### src/scanline_cycle_irq_counter_unit_assert.svh
`ifndef SCANLINE_CYCLE_IRQ_COUNTER_UNIT_ASSERT_SVH
`define SCANLINE_CYCLE_IRQ_COUNTER_UNIT_ASSERT_SVH

// Same-cycle implication, checked on every rising edge outside reset.
`define SCIRQ_ASSERT_NOW(label, ante, cons) \
  label: assert property (@(posedge clk) disable iff (!rst_n) (ante) |-> (cons)) \
    else $error("scirq assertion failed");

// Next-cycle implication, checked on every rising edge outside reset.
`define SCIRQ_ASSERT_NEXT(label, ante, cons) \
  label: assert property (@(posedge clk) disable iff (!rst_n) (ante) |=> (cons)) \
    else $error("scirq assertion failed");

`endif

### src/scirq_pkg.sv
package scirq_pkg;

  typedef enum logic [2:0] {
    OP_TICK     = 3'd0,
    OP_LATCH    = 3'd1,
    OP_LATCH_LO = 3'd2,
    OP_LATCH_HI = 3'd3,
    OP_CONTROL  = 3'd4,
    OP_ACK      = 3'd5
  } op_t;

  typedef enum logic [2:0] {
    ST_IDLE = 3'b001,
    ST_RUN  = 3'b010,
    ST_DONE = 3'b100
  } state_t;

  typedef struct packed {
    logic load;
    logic step;
    logic publish;
  } dp_cmd_t;

  typedef struct packed {
    logic tick_go;
    logic run_last;
  } dp_stat_t;

  localparam logic [7:0] COUNT_MAX        = 8'hFF;
  localparam logic [7:0] CTRL_AFTER_ACK   = 8'h01;
  localparam logic [7:0] CTRL_ENABLE      = 8'h02;
  localparam logic [7:0] CTRL_CYCLE_MODE  = 8'h04;
  localparam logic [7:0] NIBBLE_LO_MASK   = 8'h0F;
  localparam logic [7:0] NIBBLE_HI_MASK   = 8'hF0;
  localparam logic [1:0] PHASE_LAST       = 2'd2;

  function automatic logic [6:0] compare_point(input logic [1:0] phase);
    logic [6:0] cp;
    case (phase)
      2'd0:    cp = 7'd113;
      2'd1:    cp = 7'd113;
      default: cp = 7'd112;
    endcase
    return cp;
  endfunction

endpackage

### src/scirq_if.sv
interface scirq_in_if;
  logic       valid;
  logic       ready;
  logic [2:0] operation;
  logic [7:0] write_value;
  logic [7:0] tick_cycles;

  modport source (output valid, output operation, output write_value, output tick_cycles,
                  input ready);
  modport sink (input valid, input operation, input write_value, input tick_cycles,
                output ready);
endinterface

interface scirq_out_if;
  logic       valid;
  logic       ready;
  logic       irq_line;
  logic [7:0] count_value;

  modport source (output valid, output irq_line, output count_value, input ready);
  modport sink (input valid, input irq_line, input count_value, output ready);
endinterface

interface scirq_cfg_if;
  logic valid;
  logic ready;
  logic ack_restores_enable;

  modport source (output valid, output ack_restores_enable, input ready);
  modport sink (input valid, input ack_restores_enable, output ready);
endinterface

### src/scirq_ctrl.sv
`include "scanline_cycle_irq_counter_unit_assert.svh"

module scirq_ctrl (
  input  logic                clk,
  input  logic                rst_n,
  input  logic                in_valid,
  output logic                in_ready,
  output logic                out_valid,
  input  logic                out_ready,
  input  scirq_pkg::dp_stat_t stat,
  output scirq_pkg::dp_cmd_t  cmd
);

  scirq_pkg::state_t state_r, state_nxt;
  logic              out_valid_r, out_valid_nxt;
  logic              in_fire;
  logic              out_free;

  assign in_ready  = (state_r == scirq_pkg::ST_IDLE);
  assign in_fire   = in_valid && in_ready;
  assign out_valid = out_valid_r;
  assign out_free  = !out_valid_r || out_ready;

  always_comb begin
    state_nxt     = state_r;
    out_valid_nxt = out_valid_r && !out_ready;
    cmd           = '0;
    case (state_r)
      scirq_pkg::ST_IDLE: begin
        if (in_fire) begin
          cmd.load  = 1'b1;
          state_nxt = stat.tick_go ? scirq_pkg::ST_RUN : scirq_pkg::ST_DONE;
        end
      end
      scirq_pkg::ST_RUN: begin
        cmd.step = 1'b1;
        if (stat.run_last) begin
          state_nxt = scirq_pkg::ST_DONE;
        end
      end
      scirq_pkg::ST_DONE: begin
        if (out_free) begin
          cmd.publish   = 1'b1;
          out_valid_nxt = 1'b1;
          state_nxt     = scirq_pkg::ST_IDLE;
        end
      end
      default: begin
        state_nxt = scirq_pkg::ST_IDLE;
      end
    endcase
  end

  always_ff @(posedge clk) begin
    if (!rst_n) begin
      state_r     <= scirq_pkg::ST_IDLE;
      out_valid_r <= 1'b0;
    end else begin
      state_r     <= state_nxt;
      out_valid_r <= out_valid_nxt;
    end
  end

  `SCIRQ_ASSERT_NEXT(a_accept_leaves_idle, in_fire, !in_ready)
  `SCIRQ_ASSERT_NEXT(a_run_ends, (state_r == scirq_pkg::ST_RUN) && stat.run_last,
                     state_r == scirq_pkg::ST_DONE)
  `SCIRQ_ASSERT_NEXT(a_publish_shows, (state_r == scirq_pkg::ST_DONE) && out_free,
                     out_valid_r && (state_r == scirq_pkg::ST_IDLE))

endmodule

### src/scirq_dp.sv
module scirq_dp (
  input  logic                clk,
  input  logic                rst_n,
  input  logic [2:0]          in_operation,
  input  logic [7:0]          in_write_value,
  input  logic [7:0]          in_tick_cycles,
  input  logic                cfg_write,
  input  logic                cfg_ack_restores_enable,
  input  scirq_pkg::dp_cmd_t  cmd,
  output scirq_pkg::dp_stat_t stat,
  output logic                out_irq_line,
  output logic [7:0]          out_count_value
);

  logic       ack_restores_r, ack_restores_nxt;
  logic [6:0] presc_r, presc_nxt;
  logic [7:0] counter_r, counter_nxt;
  logic [7:0] latch_r, latch_nxt;
  logic       after_ack_r, after_ack_nxt;
  logic       enable_r, enable_nxt;
  logic       cycle_mode_r, cycle_mode_nxt;
  logic [1:0] phase_r, phase_nxt;
  logic       irq_r, irq_nxt;
  logic [7:0] remain_r, remain_nxt;
  logic       out_irq_r;
  logic [7:0] out_count_r;
  logic       clock_cnt;

  assign stat.tick_go  = (scirq_pkg::op_t'(in_operation) == scirq_pkg::OP_TICK) && enable_r
                         && (in_tick_cycles != 8'd0);
  assign stat.run_last = (remain_r == 8'd1);

  always_comb begin
    ack_restores_nxt = cfg_write ? cfg_ack_restores_enable : ack_restores_r;
    presc_nxt        = presc_r;
    counter_nxt      = counter_r;
    latch_nxt        = latch_r;
    after_ack_nxt    = after_ack_r;
    enable_nxt       = enable_r;
    cycle_mode_nxt   = cycle_mode_r;
    phase_nxt        = phase_r;
    irq_nxt          = irq_r;
    remain_nxt       = remain_r;
    clock_cnt        = 1'b0;

    if (cmd.load) begin
      remain_nxt = in_tick_cycles;
      case (scirq_pkg::op_t'(in_operation))
        scirq_pkg::OP_LATCH: begin
          latch_nxt = in_write_value;
        end
        scirq_pkg::OP_LATCH_LO: begin
          latch_nxt = (latch_r & scirq_pkg::NIBBLE_HI_MASK)
                      | (in_write_value & scirq_pkg::NIBBLE_LO_MASK);
        end
        scirq_pkg::OP_LATCH_HI: begin
          latch_nxt = (latch_r & scirq_pkg::NIBBLE_LO_MASK)
                      | {in_write_value[3:0], 4'd0};
        end
        scirq_pkg::OP_CONTROL: begin
          after_ack_nxt  = (in_write_value & scirq_pkg::CTRL_AFTER_ACK) != 8'd0;
          enable_nxt     = (in_write_value & scirq_pkg::CTRL_ENABLE) != 8'd0;
          cycle_mode_nxt = (in_write_value & scirq_pkg::CTRL_CYCLE_MODE) != 8'd0;
          if (enable_nxt) begin
            counter_nxt = latch_r;
            presc_nxt   = 7'd0;
            phase_nxt   = 2'd0;
          end
          irq_nxt = 1'b0;
        end
        scirq_pkg::OP_ACK: begin
          if (ack_restores_r) begin
            enable_nxt = after_ack_r;
          end
          irq_nxt = 1'b0;
        end
        default: begin
        end
      endcase
    end

    if (cmd.step) begin
      remain_nxt = remain_r - 8'd1;
      if (cycle_mode_r) begin
        clock_cnt = 1'b1;
      end else if (presc_r >= scirq_pkg::compare_point(phase_r)) begin
        clock_cnt = 1'b1;
        phase_nxt = (phase_r >= scirq_pkg::PHASE_LAST) ? 2'd0 : phase_r + 2'd1;
        presc_nxt = 7'd0;
      end else begin
        presc_nxt = presc_r + 7'd1;
      end
      if (clock_cnt) begin
        if (counter_r == scirq_pkg::COUNT_MAX) begin
          irq_nxt     = 1'b1;
          counter_nxt = latch_r;
        end else begin
          counter_nxt = counter_r + 8'd1;
        end
      end
    end
  end

  always_ff @(posedge clk) begin
    if (!rst_n) begin
      ack_restores_r <= 1'b0;
      presc_r        <= 7'd0;
      counter_r      <= 8'd0;
      latch_r        <= 8'd0;
      after_ack_r    <= 1'b0;
      enable_r       <= 1'b0;
      cycle_mode_r   <= 1'b0;
      phase_r        <= 2'd0;
      irq_r          <= 1'b0;
    end else begin
      ack_restores_r <= ack_restores_nxt;
      presc_r        <= presc_nxt;
      counter_r      <= counter_nxt;
      latch_r        <= latch_nxt;
      after_ack_r    <= after_ack_nxt;
      enable_r       <= enable_nxt;
      cycle_mode_r   <= cycle_mode_nxt;
      phase_r        <= phase_nxt;
      irq_r          <= irq_nxt;
    end
  end

  always_ff @(posedge clk) begin
    remain_r <= remain_nxt;
    if (cmd.publish) begin
      out_irq_r   <= irq_r;
      out_count_r <= counter_r;
    end
  end

  assign out_irq_line    = out_irq_r;
  assign out_count_value = out_count_r;

endmodule

### src/scanline_cycle_irq_counter_unit.sv
// Interrupt timer with an 8-bit up-counter that reloads from its latch and raises the
// line when it passes 0xFF; each input word yields exactly one result word carrying the
// line level and the counter. A latch, control or acknowledge word, or a tick word that
// does not count, goes from IDLE to DONE and from there into the output register once
// that register is free. A tick word with counting enabled and a nonzero cycle count
// passes through RUN between IDLE and DONE until its tick_cycles count runs out, since the
// datapath steps the prescaler and counter by one CPU cycle per clock. The next word is
// accepted as soon as the previous result is in the output register, even while it
// waits there; a second finished result waits inside the block, and the input stalls,
// until the output register is taken. The configuration register can be written at any
// time the block is idle.
module scanline_cycle_irq_counter_unit (
  input  logic clk,
  input  logic rst_n,
  scirq_in_if.sink    in_ch,
  scirq_out_if.source out_ch,
  scirq_cfg_if.sink   cfg_ch
);

  scirq_pkg::dp_cmd_t  cmd;
  scirq_pkg::dp_stat_t stat;

  assign cfg_ch.ready = 1'b1;

  scirq_ctrl u_ctrl (
    .clk       (clk),
    .rst_n     (rst_n),
    .in_valid  (in_ch.valid),
    .in_ready  (in_ch.ready),
    .out_valid (out_ch.valid),
    .out_ready (out_ch.ready),
    .stat      (stat),
    .cmd       (cmd)
  );

  scirq_dp u_dp (
    .clk                     (clk),
    .rst_n                   (rst_n),
    .in_operation            (in_ch.operation),
    .in_write_value          (in_ch.write_value),
    .in_tick_cycles          (in_ch.tick_cycles),
    .cfg_write               (cfg_ch.valid),
    .cfg_ack_restores_enable (cfg_ch.ack_restores_enable),
    .cmd                     (cmd),
    .stat                    (stat),
    .out_irq_line            (out_ch.irq_line),
    .out_count_value         (out_ch.count_value)
  );

endmodule
### src/flat_wrapper.sv
// flat-port wrapper written by rule: the top's interface ports become plain ports
module scanline_cycle_irq_counter_unit_flat 
  (clk, rst_n, in_ch_valid, in_ch_operation, in_ch_write_value, in_ch_tick_cycles, in_ch_ready, out_ch_valid, out_ch_irq_line, out_ch_count_value, out_ch_ready, cfg_ch_valid, cfg_ch_ack_restores_enable, cfg_ch_ready);
  scirq_in_if in_ch_i ();
  scirq_out_if out_ch_i ();
  scirq_cfg_if cfg_ch_i ();
  input  logic clk;
  input  logic rst_n;
  input wire logic [$bits(in_ch_i.valid)-1:0] in_ch_valid;
  input wire logic [$bits(in_ch_i.operation)-1:0] in_ch_operation;
  input wire logic [$bits(in_ch_i.write_value)-1:0] in_ch_write_value;
  input wire logic [$bits(in_ch_i.tick_cycles)-1:0] in_ch_tick_cycles;
  output wire logic [$bits(in_ch_i.ready)-1:0] in_ch_ready;
  output wire logic [$bits(out_ch_i.valid)-1:0] out_ch_valid;
  output wire logic [$bits(out_ch_i.irq_line)-1:0] out_ch_irq_line;
  output wire logic [$bits(out_ch_i.count_value)-1:0] out_ch_count_value;
  input wire logic [$bits(out_ch_i.ready)-1:0] out_ch_ready;
  input wire logic [$bits(cfg_ch_i.valid)-1:0] cfg_ch_valid;
  input wire logic [$bits(cfg_ch_i.ack_restores_enable)-1:0] cfg_ch_ack_restores_enable;
  output wire logic [$bits(cfg_ch_i.ready)-1:0] cfg_ch_ready;
  assign in_ch_i.valid = in_ch_valid;
  assign in_ch_i.operation = in_ch_operation;
  assign in_ch_i.write_value = in_ch_write_value;
  assign in_ch_i.tick_cycles = in_ch_tick_cycles;
  assign in_ch_ready = in_ch_i.ready;
  assign out_ch_valid = out_ch_i.valid;
  assign out_ch_irq_line = out_ch_i.irq_line;
  assign out_ch_count_value = out_ch_i.count_value;
  assign out_ch_i.ready = out_ch_ready;
  assign cfg_ch_i.valid = cfg_ch_valid;
  assign cfg_ch_i.ack_restores_enable = cfg_ch_ack_restores_enable;
  assign cfg_ch_ready = cfg_ch_i.ready;
  scanline_cycle_irq_counter_unit u_core (.clk(clk), .rst_n(rst_n), .in_ch(in_ch_i), .out_ch(out_ch_i), .cfg_ch(cfg_ch_i));
endmodule
### config.mk
export PLATFORM = sky130hd
export DESIGN_NAME = scanline_cycle_irq_counter_unit_flat
export DESIGN_NICKNAME = d
export VERILOG_FILES = /design/src/scirq_pkg.sv /design/src/scirq_if.sv /design/src/scirq_ctrl.sv /design/src/scirq_dp.sv /design/src/scanline_cycle_irq_counter_unit.sv /design/src/flat_wrapper.sv
export VERILOG_INCLUDE_DIRS = /design/src /design/src/src
export SDC_FILE = /design/constraint.sdc
export NUM_CORES = 1
export LEC_CHECK = 0
export BUFFER_PORTS_ARGS = -buffer_cell sky130_fd_sc_hd__buf_2
export CAP_MARGIN = 25
export CORE_ASPECT_RATIO = 1.4
export CORE_UTILIZATION = 30
export CTS_CLUSTER_SIZE = 30
export DETAILED_ROUTE_END_ITERATION = 10
export SETUP_SLACK_MARGIN = 0.3
export SYNTH_ARGS = -nofsm -noshare
export SYNTH_HDL_FRONTEND = slang
export SYNTH_SLANG_ARGS = --single-unit
### constraint.sdc
create_clock -name clk -period 2.8 [get_ports clk]
set_input_delay 0.56 -clock clk [delete_from_list [all_inputs] [get_ports clk]]
set_output_delay 0.56 -clock clk [all_outputs]
set_load 0.01 [all_outputs]
# Word-level counts from Yosys, hierarchy flattened
# Index checks and enable logic that the tools add are counted.
[totals] register_bits=51 inputBits=25 out_inout_bits=12 word_cells=103
[op_classes] n_addsub=4 magnitude_cmp=2 eq_ne=15 mux=47 bitwise_logic=2 reduce_logical=19
[ops] operator="8-bit two-way mux" count=8
[ops] operator="7-bit two-way mux" count=8
[ops] operator="8-bit one-hot mux with 3 select lines" count=1
[ops] operator="1-bit two-way mux" count=17
[ops] operator="2-bit two-way mux" count=7
[ops] operator="3-bit two-way mux" count=4
[ops] operator="3-bit by 2-bit == test with 1-bit output, second input constant" count=3
[ops] operator="3-bit == test, second input constant" count=3
[ops] operator="3-bit one-hot mux with 3 select lines" count=1
[ops] operator="8-bit by 1-bit adder with 8-bit output, second input constant" count=1
[ops] operator="8-bit by 1-bit == test with 1-bit output, second input constant" count=1
[ops] operator="8-bit == test, second input constant" count=1
[ops] operator="4-bit by 8-bit OR with 8-bit output" count=1
[ops] operator="8-bit by 4-bit OR with 8-bit output" count=1
[ops] operator="8-bit nonzero test" count=1
[ops] operator="8-bit by 1-bit subtractor with 8-bit output, second input constant" count=1
[ops] operator="7-bit by 1-bit adder with 7-bit output, second input constant" count=1
[ops] operator="7-bit >= comparator" count=1
[ops] operator="3-bit by 1-bit == test with 1-bit output, second input constant" count=2
[ops] operator="3-bit AND reduction" count=2
[ops] operator="1-bit logical AND" count=4
[ops] operator="2-bit by 1-bit inequality test with 1-bit output, second input constant" count=2
[ops] operator="2-bit inequality test, second input constant" count=2
[ops] operator="2-bit AND reduction" count=2
[ops] operator="other kinds (11)" count=14

# Logic depth before layout (Yosys ltp)
# Gate-level depths: netlist of the first run.
[logic_depth] word_depth=11 depth_mapped=7 depth_no_buf=6

# Modules after synthesis
# From an unflattened synthesis of the first run, not the netlist that was laid out.
[hier_totals] hier_cells=279 area_unflattened_um2=2678.8
[modules_own_cells] module="scirq_dp" instances=1 cells_each=255 area_per_inst_um2=2449.8 seq_area_each_um2=1111.1
[modules_own_cells] module="scirq_ctrl" instances=1 cells_each=22 area_per_inst_um2=217.7 seq_area_each_um2=80.1
[modules_own_cells] module="scanline_cycle_irq_counter_unit" instances=1 cells_each=2 area_per_inst_um2=11.3 seq_area_each_um2=0.0

# Worst setup path after synthesis of the first run
# No wires, ideal clock.
[synth_timing] path_type="input -> register" start="input in_ch_operation[1]" end="register u_core.u_ctrl.state_r[2]" setup_ns=0.117 arrival_ns=1.656 setup_slack_ns=1.027 cell_stages=5 n_path_buf=1 cell_sequence="buf_2 or4b_1 a21oi_1 o21ai_0 a22o_1"
[synth_between] elab_chain_len=6
[synth_lines] element="start: declaration" line="flat_wrapper.sv:10" source="input wire logic [$bits(in_ch_i.operation)-1:0] in_ch_operation;"
[synth_lines] element="3-bit logical NOT" line="scirq_dp.sv:29" source="assign stat.tick_go = (scirq_pkg::op_t'(in_operation) == scirq_pkg::OP_TICK) && enable_r"
[synth_lines] element="1-bit logical AND" line="scirq_dp.sv:29"
[synth_lines] element="1-bit logical AND" line="scirq_dp.sv:30" source="&& (in_tick_cycles != 8'd0);"
[synth_lines] element="3-bit two-way mux" line="scirq_ctrl.sv:32" source="state_nxt = stat.tick_go ? scirq_pkg::ST_RUN : scirq_pkg::ST_DONE;"
[synth_lines] element="3-bit two-way mux" line="scirq_ctrl.sv:30" source="if (in_fire) begin"
[synth_lines] element="3-bit one-hot mux with 3 select lines" line="scirq_ctrl.sv:28" source="case (state_r)"
[synth_lines] element="end signal: assignment" line="scirq_ctrl.sv:56" source="state_r <= scirq_pkg::ST_IDLE;"
[synth_lines] element="end signal: assignment" line="scirq_ctrl.sv:59" source="state_r <= state_nxt;"
[synth_lines] element="end: declaration" line="scirq_ctrl.sv:14" source="scirq_pkg::state_t state_r, state_nxt;"
# No other way between the ends. The select of a mux whose other input is x is not followed.
# A chain may end at the register's enable or synchronous reset.

# Worst setup path in the final report of the first run
[layout_timing] start="register u_core.u_ctrl.state_r[0]" end="output in_ch_ready"
[layout_between] elab_chain_len=1
[layout_lines] element="3-bit by 1-bit == test with 1-bit output" line="scirq_ctrl.sv:19" source="assign in_ready = (state_r == scirq_pkg::ST_IDLE);"
[layout_lines] element="end: declaration" line="flat_wrapper.sv:13" source="output wire logic [$bits(in_ch_i.ready)-1:0] in_ch_ready;"
# No other way between the ends.

==> flow_summary.yaml, run 1 <==
outcome:
  status: "completed"
route:
  viasPerCell: 5.22
  drtAntennaViolNets: 0
  drc: 0
  wl_per_cell_um: 14.0
  dr_total_vias: 2187
  routed_wl_mm: 5.85
  dr.pass1.iters: 5
  drt_iter0_drc: 183
synthesis:
  avgSynthCellArea_um2: 9.52
  synthArstFlopShare_pct: 0
  syn-num-nets: 312
  synth_cells: 282
  syn_area_um2: 2680
  synth_edf_count: 17
  synth.yosys.seq_area_share_pct: 44.4
  synth.distinct_cells: 60
  ys_warn_count: 0
  synthFlopType: "dfxtp_1"
  ys_ff_latch: 51
clock_tree:
  post-cts-setup-buffers: 0
  cts_max_level: 2
  cts_resized: 0
  cts_sinks: 51
  numCtsBuffers: 5
  root_buffer: "clkbuf_16"
  cts_buffer_depth: 2
  cts.hold.buffers_added: 0
  insertion_delay_ns: 0.29
  clkTransAtPathRegs_ns: 0.07
  cts_tree: "done"
floorplan:
  start_util_pct: 31.2
  die_w_um: 81.9
  fp.dieArea_um2: 9330
  die_y_um: 114
  ios: 37
  num_rows: 40
  core_um2: 8610
pwr:
  netSwitchingFraction_pct: 22.6
  p_per_area_nw_per_um2: 535
  leakage_nw: 1.16
  seq_power_share_pct: 49.8
  vdd_drop_max_v: 0.000269
  p_int_w: 0.00128
  combPwrFrac_pct: 8.8
  power_frac_clock_pct: 41.5
  netSwitchingPower_w: 0.000374
  power_w: 0.00166
timing:
  worstMarginPinSlew_ns: 0.675
  fin_crit_ns: 2.06
  hold_viol_final: 0
  rsz0062_at_grt: "no"
  fmax_mhz: 485
  setup_tns_ns: 0
  setup_viol: 0
  slew_violations: 0
  maxSlewHeadroom_pct: 54.7
  finalCritPeriodShare_pct: 73.7
  clock_skew_ns: 0.00242
hold_path:
  hold_class: "flip-flop to flip-flop"
setup_path:
  cp_cell_sequence: "or3b_2 > inv_1 > buf_2"
  critical_path_class: "flip-flop to output pin"
  slowest_delay_ns: 0.51
  critPathSlowestCell: "or3b_2"
  crit_fanout: 7
  end_kind: "output pin"
  crit_family: "simple AND/OR/NAND/NOR gates"
  arrival_ns: 1.50
  path_buf_inv: 2
  cp-start-kind: "flip-flop"
  worstPathRequired_ns: 2.24
global_route:
  grt_pass1_wl_mm: 9.88
  grt_pass1_vias: 2104
  grt_overflow: 0
  grt_usage_pct: 13.5
  antenna_found_initial: 0
  grt_max_degree: 25
finish:
  drive_above_1_share_pct: 18.2
  final_cells: 419
  fin_util_pct: 35.9
  n_antenna_cell: 0
  syn_to_final_growth_pct: 15.2
  fin_nets: 343
placed_design:
  dp_cells: 411
  io_buffers: 35
  hpwl_mm: 4.31
  place_congestion: 0.778
run:
  maxCapViolCount: 0
-- final timing paths --
check	startpoint	end	slack, ns	cells after the start
max reg2reg	u_core.u_dp.presc_r[0]	u_core.u_dp.counter_r[1]	0.84	7
min	u_core.u_dp.irq_r	u_core.u_dp.out_irq_line	0.43	0
max	u_core.u_ctrl.state_r[0]	in_ch_ready	0.74	3
min reg2reg	u_core.u_dp.irq_r	u_core.u_dp.out_irq_line	0.43	0
-- power groups by stage --
| stage | combinational, W | sequential (W) | clock [W] |
|---|---|---|---|
| CTS | 0.000148 | 0.000824 | 0.000700 |
| floorplan | 0.0000952 | 0.000836 | 0 |
| detailed placement | 0.000147 | 0.000841 | 0 |
| global route | 0.000163 | 0.000829 | 0.000730 |
| global placement | 0.000144 | 0.000839 | 0 |
| finish | 0.000145 | 0.000824 | 0.000686 |
-- flip-flops by register name, summed over array words and instances, names as in the netlist --
name	count
u_core.u_dp.after_ack_r	1
u_core.u_dp.enable_r	1
u_core.u_dp.irq_r	1
u_core.u_dp.out_count_value	8
u_core.u_dp.cycle_mode_r	1
u_core.u_dp.out_irq_line	1
u_core.u_dp.presc_r	7
u_core.u_ctrl.state_r	3
u_core.u_dp.remain_r	8
u_core.u_ctrl.out_valid	1
u_core.u_dp.latch_r	8
u_core.u_dp.counter_r	8
u_core.u_dp.phase_r	2
u_core.u_dp.ack_restores_r	1
-- per-stage QoR --
step | area [um^2] | setup WS [ns] | hold slack, ns
finish | 3090 | 0.737 | 0.430
global route | 3090 | 0.673 | 0.445
CTS | 3090 | 0.731 | 0.429
detailed placement | 2930 | 0.733 | 0.413
global placement | 2930 | 0.785 | 0.430
floorplan | 2680 | 1.03 | 0.402
-- kinds of logic (layout without fill, tap and decap cells) --
| group | Yosys count | count (layout) | synth area share [%] |
|---|---|---|---|
| other cells | 1 | 1 | 0.140 |
| flops | 51 | 51 | 44.4 |
| buf+inv | 24 | 56 | 4.47 |
| fa+ha+maj | 5 | 5 | 2.33 |
| xor+xnor | 9 | 9 | 2.94 |
| simple gates | 114 | 114 | 23.5 |
| compound gates | 66 | 66 | 17.8 |
| mux | 12 | 12 | 4.48 |
-- layout make-up --
cell class,instances,area [um^2]
Clock buffer,7,133
Clock inverter,1,30.0
Fill cell,903,5520
Inverter,10,37.5
Multi-Input combinational cell,207,1370
Sequential cell,51,1190
Tap cell,105,131
Timing Repair Buffer,38,198
-- routing by layer --
metal,routed length [um],global-route usage [%],share of wire [%]
met1,2630,17.4,45
met2,2890,22.5,49
met3,246,2.08,4.2
met4,80,4.44,1.4
met5,0,0,0
-- worst register-to-register path: stages, from the launching register on --
cell and delay [ns]:
dfxtp_1 0.37, inv_1 0.07, ha_1 0.30, or3b_1 0.37, o221ai_1 0.21, buf_4 0.22, a211oi_1 0.06, a311oi_1 0.25
-- layout by cell type (no fill, tap or decap), types with 3 or more instances in the layout --
master,n
a211oi_1,5
a21o_1,3
a21oi_1,9
a311oi_1,7
a31oi_1,4
a41oi_1,4
and3_1,6
buf_2,35
buf_4,3
clkbuf_16,5
dfxtp_1,34
edfxtp_1,17
ha_1,5
inv_1,9
mux2i_1,12
nand2_1,34
nand3_1,13
nand4_1,4
nor2_1,19
nor3_1,7
nor3b_1,3
o21a_1,5
o21ai_0,13
or3_1,3
xnor2_1,5
xor2_1,4
-- synthesized netlist by cell type, drive strengths merged, types with 3 or more instances --
master	instances	share of area (%)
dfxtp	34	25
nand2	34	4.8
nor2	20	2.9
edfxtp	17	19
nand3	13	2.4
o21ai	13	2.4
mux2i	12	4.5
a21oi	9	1.7
inv	9	1.3
buf	8	2.2
nor3	8	1.7
a311oi	7	2.3
and3	7	1.7
clkbuf	6	0.84
o21a	6	2.0
a211oi	5	1.4
ha	5	2.3
xnor2	5	1.6
a31oi	4	0.93
a41oi	4	1.3
nand4	4	0.93
nor3b	4	1.3
or3	4	1.1
xor2	4	1.3
a21o	3	0.84
or3b	3	0.98
No activity file was read; power rests on OpenSTA's default activity.
==> inputs of run 2 (changes only) <==
Clock period 2.8 ns to 2.1 ns, I/O delays scaled along.
==> flow_summary.yaml, run 2 (synthesis gave the netlist of run 1 again) <==
pwr:
  p_int_w: 0.00167
  p_per_area_nw_per_um2: 671
  leakage_nw: 1.25
  power_w: 0.00219
  seq_power_share_pct: 50.3
  netSwitchingFraction_pct: 23.9
  power_frac_clock_pct: 40.4
  vdd_drop_max_v: 0.000290
  netSwitchingPower_w: 0.000523
  combPwrFrac_pct: 9.3
clock_tree:
  cts_sinks: 51
  insertion_delay_ns: 0.29
  clkTransAtPathRegs_ns: 0.07
  numCtsBuffers: 5
  cts_max_level: 2
  cts_buffer_depth: 2
  cts_tree: "done"
  root_buffer: "clkbuf_16"
floorplan:
  die_w_um: 81.9
  num_rows: 40
  core_um2: 8610
  ios: 37
  die_y_um: 114
  start_util_pct: 31.2
  fp.dieArea_um2: 9330
finish:
  syn_to_final_growth_pct: 21.7
  drive_above_1_share_pct: 26.6
  fin_nets: 356
  mostFrequentLayoutCells: "buf_2, nand2_1, dfxtp_1"
  layout_commonest_cell: "buf_2"
  final_cells: 432
  fin_util_pct: 38.0
  n_antenna_cell: 0
hold_path:
  hold_class: "primary input to flip-flop"
  holdPathStages: 3
  min_to: "u_core.u_dp.ack_restores_r"
  hp-start: "cfg_ch_ack_restores_enable"
global_route:
  grt_usage_pct: 14.2
  grt_overflow: 0
  grt_pass1_wl_mm: 10.3
  grt_max_degree: 18
  antenna_found_initial: 0
  grt_pass1_vias: 2223
setup_path:
  arrival_ns: 1.98
  rr_endpoint: "u_core.u_dp.counter_r[7]"
  rrSetupSlack_ns: 0.31
  r2r_cells: 7
  worstPathRequired_ns: 2.29
  worstReg2RegStart: "u_core.u_dp.phase_r[1]"
  critical_path_class: "flip-flop to flip-flop"
  crit_fanout: 5
  cp-start-kind: "flip-flop"
  end_kind: "flip-flop"
route:
  viasPerCell: 5.27
  dr.pass1.iters: 4
  wl_per_cell_um: 14.7
  routed_wl_mm: 6.36
  drtAntennaViolNets: 0
  drt_iter0_drc: 224
  dr_total_vias: 2276
  drc: 0
timing:
  finalCritPeriodShare_pct: 85.4
  slew_violations: 0
  fmax_mhz: 558
  rsz0062_at_grt: "yes"
  clock_skew_ns: 0.00997
  fin_crit_ns: 1.79
  setup_viol: 0
  worstMarginPinSlew_ns: 0.545
  fin_ws_ns: 0.306
  hold_viol_final: 0
  maxSlewHeadroom_pct: 63.5
  setup_tns_ns: 0
outcome:
  status: "completed"
placed_design:
  io_buffers: 35
  dp_cells: 417
  place_congestion: 0.832
  hpwl_mm: 4.47
  dp_slack_ns: 0.177
run:
  maxCapViolCount: 0
## run 2: cell types whose count changed in the layout (fill, tap and decap cells not counted), sizes merged
cell / delta
buf: +13
bufinv: -1
clkinvlp: +1
## run 2: per-stage QoR
step	cell area (um^2)	hold WS (ns)
after detailed placement	2980	0.447
after CTS	3230	0.369
final	3270	0.369
after global routing	3270	0.381
after floorplan	2680	0.402
after global placement	2980	0.451
## run 2: how the worst max path moves through the flow
stage,cells past startpoint,end,start
2_1_floorplan,7,u_core.u_dp.counter_r[7],u_core.u_dp.presc_r[0]
3_3_place_gp,7,u_core.u_dp.counter_r[7],u_core.u_dp.presc_r[0]
3_5_place_dp,7,u_core.u_dp.counter_r[7],u_core.u_dp.presc_r[0]
4_1_cts,4,u_core.u_dp.counter_r[0],u_core.u_ctrl.state_r[2]
5_1_grt,7,u_core.u_dp.counter_r[7],u_core.u_dp.phase_r[1]
6_report,7,u_core.u_dp.counter_r[7],u_core.u_dp.phase_r[1]
## run 2: cell type report
cell class              instances  area, um^2
fillers                       879        5340
repair buffers                 51         297
clock inverters                 1        7.51
inverters                      10        40.0
multi-input cells             207        1440
clock buffers                   7         154
flip-flops and latches         51        1200
well taps                     105         131
## run 2: per-layer routing
layer  up-vias  track usage [%]  part of all wire (%)  wire (um)
met5         -                0                     0          0
met3         8             1.68                   4.4        281
met1      1060             17.3                    44       2790
met2        71             24.6                    50       3190
li1       1137                -                     -          -
met4         0             5.61                   1.5         96
## run 2: repair_timing
item,CTS,global route
setup endpoints to repair,23,22
gates resized for setup,17,6
pin swaps,9,2
buffers inserted,3,3
hold buffers,0,0
cloned,1,0
## run 2: power groups by stage
stage               registers (W)  clock network, W  logic, W
global route              0.00111          0.000923  0.000229
CTS                       0.00110          0.000894  0.000204
global placement          0.00112                 0  0.000196
finish                    0.00110          0.000884  0.000204
floorplan                 0.00111                 0  0.000127
detailed placement        0.00112                 0  0.000198
## run 2: critical path, cell delays in order (launching register included)
cell and delay, ns:
dfxtp_2 0.36, inv_4 0.05, ha_4 0.23, or3b_4 0.42, o221ai_4 0.20, buf_6 0.16
a311oi_1 0.05, a311oi_1 0.23
==> inputs of run 3 (changes only) <==
Settings changed: REMOVE_ABC_BUFFERS set to 1, SKIP_LAST_GASP set to 1.
Clock period 2.1 ns to 1.71 ns, I/O delays scaled along.
==> flow_summary.yaml, run 3 (synthesis gave the netlist of run 1 again) <==
route:
  topRoutingLayerUsed: "met4"
  wl_met1_mm: 3.04
  viasPerCell: 5.24
  drtAntennaViolNets: 0
  drc: 0
  dr_total_vias: 2466
  dr.pass1.iters: 4
  drt_iter0_drc: 110
  wl_per_cell_um: 15.3
  routed_wl_mm: 7.21
  wl_met3_um: 204
  met2_length_mm: 3.76
floorplan:
  core_um2: 8610
  num_rows: 40
  die_y_um: 114
  start_util_pct: 31.2
  ios: 37
  fp.dieArea_um2: 9330
  die_w_um: 81.9
global_route:
  grt_max_degree: 24
  grt_pass1_wl_mm: 11.6
  grt_pass1_vias: 2465
  grt_overflow: 0
  grt_usage_pct: 16.2
  antenna_found_initial: 0
timing:
  slew_violations: 0
  clock_skew_ns: 0.00471
  setup_viol: 2
  rsz0062_at_grt: "yes"
  fin_ws_ns: -0.00554
  fmax_mhz: 583
  hold_viol_final: 0
  finalCritPeriodShare_pct: 100
  finalHoldWorstSlack_ns: 0.290
  setup_tns_ns: -0.00667
  fin_crit_ns: 1.72
outcome:
  violations: "negative setup slack"
  status: "finished with violations"
setup_path:
  cp.depth: 7
  cp-start-kind: "flip-flop"
  cp_cell_sequence: "buf_6 > buf_6 > or3b_4 > buf_12 > buf_16 > nand2_4 > o21ai_2"
  rr_endpoint: "u_core.u_dp.remain_r[5]"
  crit_fanout: 5
  endpoint: "u_core.u_dp.remain_r[5]"
  path_buf_inv: 4
  end_kind: "flip-flop"
  arrival_ns: 1.77
  critPathSlowestCell: "or3b_4"
  worstPathRequired_ns: 1.76
  cp_common_cell: "buf_6"
  rrSetupSlack_ns: -0.006
  worstReg2RegStart: "u_core.u_ctrl.state_r[2]"
  crit_family: "simple AND/OR/NAND/NOR gates"
  slowest_delay_ns: 0.48
  critical_path_class: "flip-flop to flip-flop"
  startpoint: "u_core.u_ctrl.state_r[2]"
  r2r_cells: 7
pwr:
  netSwitchingPower_w: 0.000720
  vdd_drop_max_v: 0.000698
  netSwitchingFraction_pct: 25.2
  seq_power_share_pct: 47.3
  combPwrFrac_pct: 14.7
  p_int_w: 0.00214
  power_frac_clock_pct: 37.9
  power_w: 0.00286
  leakage_nw: 1.56
  p_per_area_nw_per_um2: 718
finish:
  multi_input_area_um2: 1710
  n_antenna_cell: 0
  fillers: 811
  seqCellArea_um2: 1200
  syn_to_final_growth_pct: 48.3
  final_cells: 471
  drive_above_1_share_pct: 47.3
  layout_commonest_cell: "buf_4"
  mostFrequentLayoutCells: "buf_4, buf_2, dfxtp_1"
  fin_nets: 395
  final_cell_area_um2: 3980
run:
  maxCapViolCount: 0
clock_tree:
  numCtsBuffers: 5
  cts_sinks: 51
  root_buffer: "clkbuf_16"
  insertion_delay_ns: 0.29
  cts_tree: "done"
  cts_max_level: 2
  cts_buffer_depth: 2
  cts.hold.buffers_added: 0
  clkTransAtPathRegs_ns: 0.07
placed_design:
  hpwl_mm: 4.65
  io_buffers: 35
  place_congestion: 0.825
  dp_cells: 442
  placed_cell_area_um2: 3160
hold_path:
  hold_class: "primary input to flip-flop"
-- run 3: cell count changes in the layout (fill, tap and decap cells not counted), moves of 3 or more --
cell      delta
buf_4       +22
buf_6       +12
nand2_1     -11
o21ai_0     -10
o21ai_2      +7
nand2_2      +6
a211oi_1     -5
a211oi_2     +5
nand2_4      +4
nor3_1       -4
buf_16       +3
nor2_1       -3
nor2_2       +3
nor3_4       +3
-- run 3: cell type report --
type	count	area share, %
clock buffers	7	3.84
well taps	105	3.30
inverters	10	0.943
flip-flops and latches	51	30.3
multi-input cells	207	42.9
clock inverters	1	0.157
repair buffers	90	18.6
-- run 3: timing repair --
item	CTS	global route
gates cloned	4	0
pin swaps	33	23
resized for setup	71	43
setup buffers	9	8
setup endpoints to repair	48	58
-- run 3: per-stage QoR --
stage	utilization (%)	setup WS [ns]
floorplan	-	-0.273
global placement	36.7	-0.0481
detailed placement	36.7	-0.0968
CTS	43.3	0.0108
global route	46.2	-0.0469
finish	46.2	-0.00554
-- run 3: how the worst min path moves through the flow --
stage	from	endpoint	slack, ns	depth (start not counted)
final	cfg_ch_ack_restores_enable	u_core.u_dp.ack_restores_r	0.29	3
after floorplan	u_core.u_dp.irq_r	u_core.u_dp.out_irq_line	0.40	0
after global placement	u_core.u_dp.irq_r	u_core.u_dp.out_irq_line	0.42	0
after CTS	cfg_ch_ack_restores_enable	u_core.u_dp.ack_restores_r	0.29	3
after detailed placement	u_core.u_dp.irq_r	u_core.u_dp.out_irq_line	0.42	0
after global routing	cfg_ch_ack_restores_enable	u_core.u_dp.ack_restores_r	0.31	3
-- run 3: worst register-to-register path, delay by kind of cell (launching register included) --
| kind | cells | cell delay [ns] |
|---|---|---|
| flip-flops | 1 | 0.37 |
| AND/OR/NAND/NOR | 2 | 0.53 |
| AO/OA/AOI/OAI | 1 | 0.04 |
| buffers and inverters | 4 | 0.52 |
-- run 3: metal layers --
metal  up-vias  GRT usage [%]
li1       1217              -
met5         -              0
met2        44           28.4
met1      1193           19.0
met4         0           6.43
met3        12           2.64
-- run 3: power by group through the flow --
stage / Combinational (W) / Clock (W) / Sequential [W]
floorplan: 0.000144 / 0 / 0.00137
global placement: 0.000278 / 0 / 0.00137
detailed placement: 0.000283 / 0 / 0.00137
CTS: 0.000351 / 0.00111 / 0.00135
global route: 0.000454 / 0.00115 / 0.00136
finish: 0.000421 / 0.00108 / 0.00135
